**src/hw/rtl/ssfe_pkg.sv**
```systemverilog
// ----------------------------------------------------------------------------
// Seven-segment frame encoder package
// Shared types, symbol codes, bus bytes and segment lookup functions.
// ----------------------------------------------------------------------------
package ssfe_pkg;

   localparam int DIGIT_COUNT     = 4;
   // Start, data command, stop, start and address byte precede the digits; a stop follows.
   localparam int FRAME_LEN       = DIGIT_COUNT + 6;
   localparam int FIRST_DIGIT_IDX = 5;
   localparam int IDX_W           = $clog2(FRAME_LEN);
   localparam int POS_W           = $clog2(DIGIT_COUNT);
   localparam int CNT_W           = $clog2(DIGIT_COUNT + 1);

   // Request codes.
   localparam logic [1:0] CMD_DECIMAL = 2'd0;
   localparam logic [1:0] CMD_CHARS   = 2'd1;
   localparam logic [1:0] CMD_BRIGHT  = 2'd2;

   // Bus symbol kinds.
   localparam logic [1:0] KIND_START = 2'd0;
   localparam logic [1:0] KIND_DATA  = 2'd1;
   localparam logic [1:0] KIND_STOP  = 2'd2;

   // Bus bytes.
   localparam logic [7:0] BYTE_DATA_CMD    = 8'h40;
   localparam logic [7:0] BYTE_ADDR_CMD    = 8'hC0;
   localparam logic [7:0] BYTE_BRIGHT_BASE = 8'h87;
   localparam logic [7:0] SEG_BLANK        = 8'h00;
   localparam logic [7:0] SEG_UNKNOWN      = 8'b0000_1100;
   localparam logic [7:0] SEG_DOT          = 8'h80;
   localparam logic [3:0] BRIGHT_MAX       = 4'd8;

   // floor(x / 10) equals (x * RECIP10) >> RECIP_SHIFT for every 14-bit x.
   localparam logic [16:0] RECIP10     = 17'd52429;
   localparam int          RECIP_SHIFT = 19;

   typedef struct packed {
      logic [1:0]  command;
      logic [13:0] number_value;
      logic        show_separator;
      logic [2:0]  char_count;
      logic [7:0]  char_first;
      logic [7:0]  char_second;
      logic [7:0]  char_third;
      logic [7:0]  char_fourth;
      logic [3:0]  brightness_level;
   } ssfe_req_type;

   typedef struct packed {
      logic [1:0] symbol_kind;
      logic [7:0] data_byte;
      logic       last_symbol;
   } ssfe_rsp_type;

   // Segment pattern of a hex digit, segment A in bit 0.
   function automatic logic [7:0] hex_to_seg(input logic [3:0] nib);
      logic [7:0] seg;
      unique case (nib)
         4'h0: seg = 8'b0011_1111;
         4'h1: seg = 8'h06;
         4'h2: seg = 8'h5B;
         4'h3: seg = 8'h4F;
         4'h4: seg = 8'h66;
         4'h5: seg = 8'h6D;
         4'h6: seg = 8'h7D;
         4'h7: seg = 8'h07;
         4'h8: seg = 8'h7F;
         4'h9: seg = 8'h6F;
         4'hA: seg = 8'h77;
         4'hB: seg = 8'h7C;
         4'hC: seg = 8'h39;
         4'hD: seg = 8'h5E;
         4'hE: seg = 8'h79;
         4'hF: seg = 8'h71;
      endcase
      return seg;
   endfunction

   // Digits and lower-case a to f show as hex, space is blank, anything else
   // shows the unknown-character pattern.
   function automatic logic [7:0] char_to_seg(input logic [7:0] code);
      logic [7:0] seg;
      if (code >= "0" && code <= "9") begin
         seg = hex_to_seg(code[3:0]);
      end else if (code >= "a" && code <= "f") begin
         seg = hex_to_seg(code[3:0] + 4'd9);
      end else if (code == " ") begin
         seg = SEG_BLANK;
      end else begin
         seg = SEG_UNKNOWN;
      end
      return seg;
   endfunction

endpackage

```
**src/hw/rtl/seven_segment_frame_encoder.sv**
```systemverilog
// ----------------------------------------------------------------------------
// Seven-segment frame encoder
// Turns display and brightness requests into two-wire bus symbol sequences.
// ----------------------------------------------------------------------------
// The req_ channel takes one request per transaction: a decimal value, up to
// four characters, or a brightness level. The rsp_ channel returns the bus
// symbols for that request one per transaction, start, data byte or stop,
// with last_symbol marking the final symbol of the request.
// A display request gives ten symbols and a brightness request three; an
// unknown command gives none. The output register moves one symbol per
// cycle when the receiver does not stall. After a request is accepted, the
// sequencer registers it and then loads its first symbol into the output
// register. The next request is accepted in the same cycle in which the last
// symbol of the current one is loaded into the output register, so frames
// follow each other without gaps.
// Decimal digits are extracted one per cycle, lowest first, during the five
// header symbols, by a reciprocal multiply.
// Reset clears the sequencer and drops rsp_valid. When the receiver stalls,
// the held symbol stays on rsp_payload and the sequencer waits behind it.
// ----------------------------------------------------------------------------
module seven_segment_frame_encoder (
   input  logic                  clock,
   input  logic                  reset,
   input  logic                  req_valid,
   output logic                  req_ready,
   input  ssfe_pkg::ssfe_req_type req_payload,
   output logic                  rsp_valid,
   input  logic                  rsp_ready,
   output ssfe_pkg::ssfe_rsp_type rsp_payload
);
   import ssfe_pkg::*;

   logic                 busy_ff, busy_in;
   logic                 bright_ff, bright_in;
   logic                 sep_ff, sep_in;
   logic [IDX_W-1:0]     idx_ff, idx_in;
   logic [13:0]          value_ff, value_in;
   logic [CNT_W-1:0]     conv_ff, conv_in;
   logic [7:0]           dig_ff [DIGIT_COUNT];
   logic [7:0]           dig_in [DIGIT_COUNT];
   logic [7:0]           bright_byte_ff, bright_byte_in;
   logic                 rsp_valid_ff, rsp_valid_in;
   ssfe_rsp_type         rsp_ff, rsp_in;

   ssfe_rsp_type         sym;
   logic                 advance;
   logic                 req_fire;
   logic [IDX_W-1:0]     pos_wide;
   logic [POS_W-1:0]     pos;

   logic [7:0]           codes [DIGIT_COUNT];
   logic [7:0]           char_seg [DIGIT_COUNT];
   logic [DIGIT_COUNT-1:0] char_ok;
   logic [2:0]           count_clamped;
   logic                 ended;
   logic [3:0]           level_clamped;

   logic [30:0]          prod;
   logic [13:0]          quot;
   logic [13:0]          ten_quot;
   logic [13:0]          rem_wide;
   logic [POS_W-1:0]     conv_pos;

   // Symbol at the current sequence position.
   assign pos_wide = idx_ff - IDX_W'(FIRST_DIGIT_IDX);
   assign pos      = pos_wide[POS_W-1:0];

   always_comb begin
      sym = '0;
      if (bright_ff) begin
         priority if (idx_ff == IDX_W'(0)) begin
            sym.symbol_kind = KIND_START;
         end else if (idx_ff == IDX_W'(1)) begin
            sym.symbol_kind = KIND_DATA;
            sym.data_byte   = bright_byte_ff;
         end else begin
            sym.symbol_kind = KIND_STOP;
            sym.last_symbol = 1'b1;
         end
      end else begin
         priority if (idx_ff == IDX_W'(0) || idx_ff == IDX_W'(3)) begin
            sym.symbol_kind = KIND_START;
         end else if (idx_ff == IDX_W'(1)) begin
            sym.symbol_kind = KIND_DATA;
            sym.data_byte   = BYTE_DATA_CMD;
         end else if (idx_ff == IDX_W'(2)) begin
            sym.symbol_kind = KIND_STOP;
         end else if (idx_ff == IDX_W'(4)) begin
            sym.symbol_kind = KIND_DATA;
            sym.data_byte   = BYTE_ADDR_CMD;
         end else if (idx_ff == IDX_W'(FRAME_LEN - 1)) begin
            sym.symbol_kind = KIND_STOP;
            sym.last_symbol = 1'b1;
         end else begin
            sym.symbol_kind = KIND_DATA;
            sym.data_byte   = dig_ff[pos] |
                              ((sep_ff && pos == POS_W'(1)) ? SEG_DOT : SEG_BLANK);
         end
      end
   end

   assign advance   = busy_ff && (!rsp_valid_ff || rsp_ready);
   assign req_ready = !busy_ff || (advance && sym.last_symbol);
   assign req_fire  = req_valid && req_ready;

   // Character positions: a zero code or the end of the count blanks the rest.
   assign codes[0] = req_payload.char_first;
   assign codes[1] = req_payload.char_second;
   assign codes[2] = req_payload.char_third;
   assign codes[3] = req_payload.char_fourth;
   assign count_clamped = (req_payload.char_count > 3'(DIGIT_COUNT)) ?
                          3'(DIGIT_COUNT) : req_payload.char_count;

   always_comb begin
      ended = 1'b0;
      for (int i = 0; i < DIGIT_COUNT; i++) begin
         if (3'(i) >= count_clamped || codes[i] == 8'd0) begin
            ended = 1'b1;
         end
         char_ok[i]  = !ended;
         char_seg[i] = ended ? SEG_BLANK : char_to_seg(codes[i]);
      end
   end

   assign level_clamped = (req_payload.brightness_level > BRIGHT_MAX) ?
                          BRIGHT_MAX : req_payload.brightness_level;

   // One decimal digit per cycle: quotient by reciprocal, remainder by shift-add.
   assign prod     = {17'd0, value_ff} * {14'd0, RECIP10};
   assign quot     = {2'd0, prod[30:RECIP_SHIFT]};
   assign ten_quot = (quot << 3) + (quot << 1);
   assign rem_wide = value_ff - ten_quot;
   assign conv_pos = POS_W'(DIGIT_COUNT - 1) - conv_ff[POS_W-1:0];

   always_comb begin
      busy_in        = busy_ff;
      bright_in      = bright_ff;
      sep_in         = sep_ff;
      idx_in         = idx_ff;
      value_in       = value_ff;
      conv_in        = conv_ff;
      dig_in         = dig_ff;
      bright_byte_in = bright_byte_ff;
      rsp_valid_in   = rsp_valid_ff;
      rsp_in         = rsp_ff;

      if (conv_ff < CNT_W'(DIGIT_COUNT)) begin
         dig_in[conv_pos] = hex_to_seg(rem_wide[3:0]);
         value_in         = quot;
         conv_in          = conv_ff + CNT_W'(1);
      end

      if (advance) begin
         rsp_valid_in = 1'b1;
         rsp_in       = sym;
         idx_in       = idx_ff + IDX_W'(1);
         if (sym.last_symbol) begin
            busy_in = 1'b0;
         end
      end else if (rsp_ready) begin
         rsp_valid_in = 1'b0;
      end

      if (req_fire) begin
         idx_in = '0;
         unique case (req_payload.command)
            CMD_DECIMAL: begin
               busy_in   = 1'b1;
               bright_in = 1'b0;
               sep_in    = req_payload.show_separator;
               value_in  = req_payload.number_value;
               conv_in   = '0;
            end
            CMD_CHARS: begin
               busy_in   = 1'b1;
               bright_in = 1'b0;
               sep_in    = req_payload.show_separator && char_ok[1];
               dig_in    = char_seg;
               conv_in   = CNT_W'(DIGIT_COUNT);
            end
            CMD_BRIGHT: begin
               busy_in        = 1'b1;
               bright_in      = 1'b1;
               bright_byte_in = BYTE_BRIGHT_BASE + {4'd0, level_clamped};
            end
            default: begin
               // Unknown command: the transaction is taken and produces no symbols.
               busy_in = busy_in;
            end
         endcase
      end
   end

   always_ff @(posedge clock) begin
      if (reset) begin
         busy_ff      <= 1'b0;
         bright_ff    <= 1'b0;
         idx_ff       <= '0;
         conv_ff      <= CNT_W'(DIGIT_COUNT);
         rsp_valid_ff <= 1'b0;
      end else begin
         busy_ff      <= busy_in;
         bright_ff    <= bright_in;
         idx_ff       <= idx_in;
         conv_ff      <= conv_in;
         rsp_valid_ff <= rsp_valid_in;
      end
      sep_ff         <= sep_in;
      value_ff       <= value_in;
      dig_ff         <= dig_in;
      bright_byte_ff <= bright_byte_in;
      rsp_ff         <= rsp_in;
   end

   assign rsp_valid   = rsp_valid_ff;
   assign rsp_payload = rsp_ff;

endmodule

```
**config.mk**
```make
export PLATFORM = sky130hd
export DESIGN_NAME = seven_segment_frame_encoder
export DESIGN_NICKNAME = d
export VERILOG_FILES = /design/src/hw/rtl/ssfe_pkg.sv /design/src/hw/rtl/seven_segment_frame_encoder.sv
export SDC_FILE = /design/constraint.sdc
export NUM_CORES = 1
export LEC_CHECK = 0
export BUFFER_PORTS_ARGS = -buffer_cell sky130_fd_sc_hd__buf_2
export CAP_MARGIN = 20
export CELL_PAD_IN_SITES_DETAIL_PLACEMENT = 1
export CELL_PAD_IN_SITES_GLOBAL_PLACEMENT = 1
export CORE_MARGIN = 2
export CORE_UTILIZATION = 43
export DETAILED_ROUTE_END_ITERATION = 10
export PLACE_DENSITY_LB_ADDON = 0.05
export SYNTH_ARGS = -nofsm -noshare
export SYNTH_HDL_FRONTEND = slang
export SYNTH_SLANG_ARGS = --single-unit
```
**constraint.sdc**
```tcl
create_clock -name clock -period 5.75 [get_ports clock]
set_clock_uncertainty 0.2 [all_clocks]
set_input_delay 0.575 -clock clock [delete_from_list [all_inputs] [get_ports clock]]
set_output_delay 0.575 -clock clock [all_outputs]
set_load 0.01 [all_outputs]
```
==> results.txt <==
----------------------------------------------------
[Clocking]
  Max H-tree Level ... 3
  Clock input transition at the sequential cells of the worst setup and hold paths ... ~0.060 ns
  Post-CTS Hold Fix Bufs ... 0
  Worst skew pair latency ... approximately 0.34 ns
  # clock sinks ... 73
  Number of buffers on the longest clock path ... 2
  TritonCTS clock tree ... yes
  Clock Tree Root ... sky130_fd_sc_hd__clkbuf_16
  Total CTS buffers ... 9

[Drt]
  Detailed-route wire length per cell ... 19.1 um
  Final ANT Viol Nets ... 0
  Aggregate routed wire length ... 27400 um
  DRC violations left ... 0
  First drt pass iteration count ... 5
  Overall via count from detail_route ... 8090
  Via density per instance ... approximately 5.6
  Initial DRC Count ... 363

[Synthesis]
  Area share of the largest cell type after synthesis ... 20.8%
  Top_reg_cell synth ... sky130_fd_sc_hd__dfxtp_1
  Seq/Total Area, Yosys ... 18.2%
  Cell type with the largest total area after synthesis ... sky130_fd_sc_hd__ha_1
  Post-synth ARST share ... 0%
  Synthesized netlist net count ... between 1000 and 1500
  Count of cell types in the netlist ... between 70 and 80
  Total number of yosys warnings ... 0
  Cell area after synthesis ... between 8000 and 9000 um^2
  Number of cells produced by synthesis ... 1015
  Dominant cells by area after synthesis ... sky130_fd_sc_hd__ha_1, sky130_fd_sc_hd__dfxtp_1, sky130_fd_sc_hd__fa_1
  Number of enable-type register cells in the synthesized netlist ... 17
  Mapped Avg Cell Area ... about 8.8 um^2
  Number of synthesized register bits ... 73

[Global route]
  GRT met3 Usage ... 3.19%
  Initial antenna violation count ... 0
  Met2 Resource Use GR ... 44.5%
  Combined global-route utilization of all metal layers ... 25.1%
  Busiest layer in global routing ... met2
  Met1 capacity usage during global routing ... 32.4%
  Via count of the first global-routing pass ... 8491
  Global-route wire length before repair ... 43900 um
  Final global-route overflow total ... 0
  Largest net degree at the start of global routing ... 44

[Cells and area]
  Final non-filler cell area ... 11100 um^2
  Number of standard cells in the final layout excluding fillers ... 1437
  Area growth, synth to finish ... 24.3%
  Net total in the final layout ... approximately 1400
  Ratio of cells with drive above 1 in the final layout ... a little over a quarter
  Antenna diodes ... 0
  Count of filler cells inserted in the layout ... 2398

[Setup path]
  Critical path start-end classification ... reg -> reg
  Required time of the critical path ... 5.81 ns
  Nature of the critical path startpoint ... register
  Worst EP arrival ... 6.36 ns
  Kind of end point of the critical path ... register
  Critical-path maximum fanout ... 7

[Timing]
  Upper clock frequency limit ... 159 MHz
  Worst slew pin tran ... 0.963 ns
  Period utilization ... 110%
  Setup Total Neg Slack ... -14.03 ns
  Final Worst Setup Slack ... -0.549 ns
  Hold Violations, Final ... 0
  Setup violators final ... 28
  Slew HR ... a little over a third
  Min cycle time layout ... 6.30 ns
  Unrepaired setup endpoints after global routing ... true
  Hold_ws ... 0.247 ns
  Pins over their slew limit ... 0

[Floorplan]
  Cell row count ... 52
  CORE AREA ... 20400 um^2
  Io pins ... 73
  Die ar. ... 22000 um^2
  Die height ... 148 um
  Starting density of the core ... 44.0%
  Width of the chip ... 148 um

[Worst hold path]
  Path class of the lowest-slack min-delay path ... in -> reg

[Placed design]
  Dpl cells ... 1409
  HPWL after DPL ... 21200 um
  Total cell area at the placement stage ... 10300 um^2
  Final GP Congestion ... 0.850
  IO Port Bufs ... 72

[Run status]
  Result of the run ... finished, violations left
  Failing checks ... negative setup slack

[Flow run]
  Max-Cap Viols ... 0

----------------------------------------------------
per-stage QoR:
| stage | worst slack (ns) | utilization [%] |
|---|---|---|
| 3_3_place_gp | -0.534 | 50.7 |
| 4_1_cts | -0.531 | 53.8 |
| 6_report | -0.549 | 54.7 |
| 5_1_grt | -0.822 | 54.7 |
| 2_1_floorplan | -0.237 | - |
| 3_5_place_dp | -0.675 | 50.7 |
worst max-delay path, cell delays in order, from the launching register on:
cell                       delay (ns)
sky130_fd_sc_hd__dfxtp_2         0.35
sky130_fd_sc_hd__ha_1            0.37
sky130_fd_sc_hd__and2_1          0.19
sky130_fd_sc_hd__fa_1            0.49
sky130_fd_sc_hd__inv_1           0.06
sky130_fd_sc_hd__fa_1            0.36
sky130_fd_sc_hd__inv_1           0.09
sky130_fd_sc_hd__fa_1            0.46
sky130_fd_sc_hd__fa_1            0.48
sky130_fd_sc_hd__ha_1            0.35
sky130_fd_sc_hd__a211oi_2        0.23
sky130_fd_sc_hd__o22ai_2         0.12
sky130_fd_sc_hd__o21a_1          0.20
sky130_fd_sc_hd__o21ai_2         0.11
sky130_fd_sc_hd__nand2_1         0.07
sky130_fd_sc_hd__a21oi_2         0.18
sky130_fd_sc_hd__xnor2_2         0.15
sky130_fd_sc_hd__ha_2            0.20
sky130_fd_sc_hd__xor2_1          0.15
sky130_fd_sc_hd__xnor3_2         0.32
sky130_fd_sc_hd__xnor2_4         0.36
sky130_fd_sc_hd__buf_6           0.15
sky130_fd_sc_hd__mux2i_1         0.20
sky130_fd_sc_hd__buf_4           0.15
sky130_fd_sc_hd__mux2i_1         0.07
sky130_fd_sc_hd__o21ai_1         0.13
kinds of logic (layout without fill, tap and decap cells):
family / Yosys count / in the layout / share of synthesized area, %
mux: 56 / 56 / 8.30
fa+ha+maj: 204 / 204 / 33.0
simple gates: 263 / 263 / 14.8
xor+xnor: 30 / 30 / 3.31
flops: 73 / 73 / 18.2
compound gates: 223 / 223 / 15.4
buf+inv: 166 / 318 / 6.99
state kept, by name, indices dropped and copies added, names as in the netlist:
signal          count
bright_byte_ff      5
bright_ff           1
busy_ff             1
conv_ff             3
dig_ff             32
idx_ff              4
rsp_payload        11
rsp_valid           1
sep_ff              1
value_ff           14
cells in the final DEF, fill, tap and decap left out, types with 6 or more instances in the layout:
cell type | Yosys | routed
sky130_fd_sc_hd__mux2i_1 | 36 | 36
sky130_fd_sc_hd__mux4_2 | 14 | 14
sky130_fd_sc_hd__inv_1 | 125 | 113
sky130_fd_sc_hd__buf_6 | 0 | 13
sky130_fd_sc_hd__a21oi_2 | 0 | 7
sky130_fd_sc_hd__xor2_1 | 12 | 12
sky130_fd_sc_hd__ha_1 | 149 | 130
sky130_fd_sc_hd__edfxtp_1 | 17 | 17
sky130_fd_sc_hd__a31oi_1 | 23 | 22
sky130_fd_sc_hd__ha_4 | 0 | 17
sky130_fd_sc_hd__buf_4 | 0 | 91
sky130_fd_sc_hd__inv_2 | 0 | 11
sky130_fd_sc_hd__nor3_1 | 18 | 17
sky130_fd_sc_hd__nand3_1 | 23 | 23
sky130_fd_sc_hd__nand2_1 | 63 | 61
sky130_fd_sc_hd__a21oi_1 | 55 | 47
sky130_fd_sc_hd__clkbuf_16 | 0 | 9
sky130_fd_sc_hd__dfxtp_1 | 56 | 46
sky130_fd_sc_hd__o21ai_1 | 5 | 26
sky130_fd_sc_hd__nor2b_1 | 6 | 6
sky130_fd_sc_hd__o21ai_0 | 66 | 34
sky130_fd_sc_hd__xnor2_1 | 16 | 12
sky130_fd_sc_hd__fa_1 | 54 | 51
sky130_fd_sc_hd__and3_1 | 11 | 9
sky130_fd_sc_hd__nand2b_1 | 18 | 18
sky130_fd_sc_hd__buf_2 | 2 | 72
sky130_fd_sc_hd__and2_1 | 7 | 7
sky130_fd_sc_hd__or3_1 | 17 | 16
sky130_fd_sc_hd__o21ai_2 | 0 | 11
sky130_fd_sc_hd__nor2_1 | 65 | 64
sky130_fd_sc_hd__a22oi_1 | 12 | 12
sky130_fd_sc_hd__o21a_1 | 6 | 6
path summary, 6_finish.rpt:
check             slack [ns]                    to  depth (start not counted)                start
setup / recovery       -0.55     dig_ff[5]$_DFF_P_                         25  value_ff[5]$_DFF_P_
hold / removal          0.25  value_ff[12]$_DFF_P_                          3      req_payload[52]
setup reg to reg       -0.55     dig_ff[5]$_DFF_P_                         25  value_ff[5]$_DFF_P_
hold reg to reg         0.28    dig_ff[23]$_DFF_P_                          1   dig_ff[23]$_DFF_P_
routing by layer:
metal | share of wire (%) | up-vias
li1 | - | 3875
met1 | 45 | 4039
met2 | 50 | 140
met3 | 3.0 | 36
met4 | 2.2 | 0
met5 | 0 | -
layout make-up:
type | count | area (um^2) | share of cell area [%]
inverter | 126 | 475 | 4.27
clock buffer | 9 | 225 | 2.02
sequential | 73 | 1660 | 14.9
timing repair buffer | 176 | 1190 | 10.7
clock inverter | 7 | 68.8 | 0.618
multi-input combinational | 776 | 7180 | 64.5
tap | 270 | 338 | 3.03
synth_stat cells (all sizes together) (14+ instances only):
library cell,instances
a21oi,55
a31oi,23
buf,14
clkbuf,26
dfxtp,56
edfxtp,17
fa,54
ha,149
inv,125
mux2i,36
mux4,14
nand2,64
nand2b,18
nand3,23
nor2,66
nor3,19
o21ai,71
or3,17
xnor2,17
repair_timing:
action,in CTS,in global routing
setup buffers,10,6
endpoints found under the setup margin,34,35
gates resized for setup,65,42
pin swaps,32,36
Power is not shown: default switching activity piles up to over one toggle a cycle in this logic, so the estimate is an artifact.
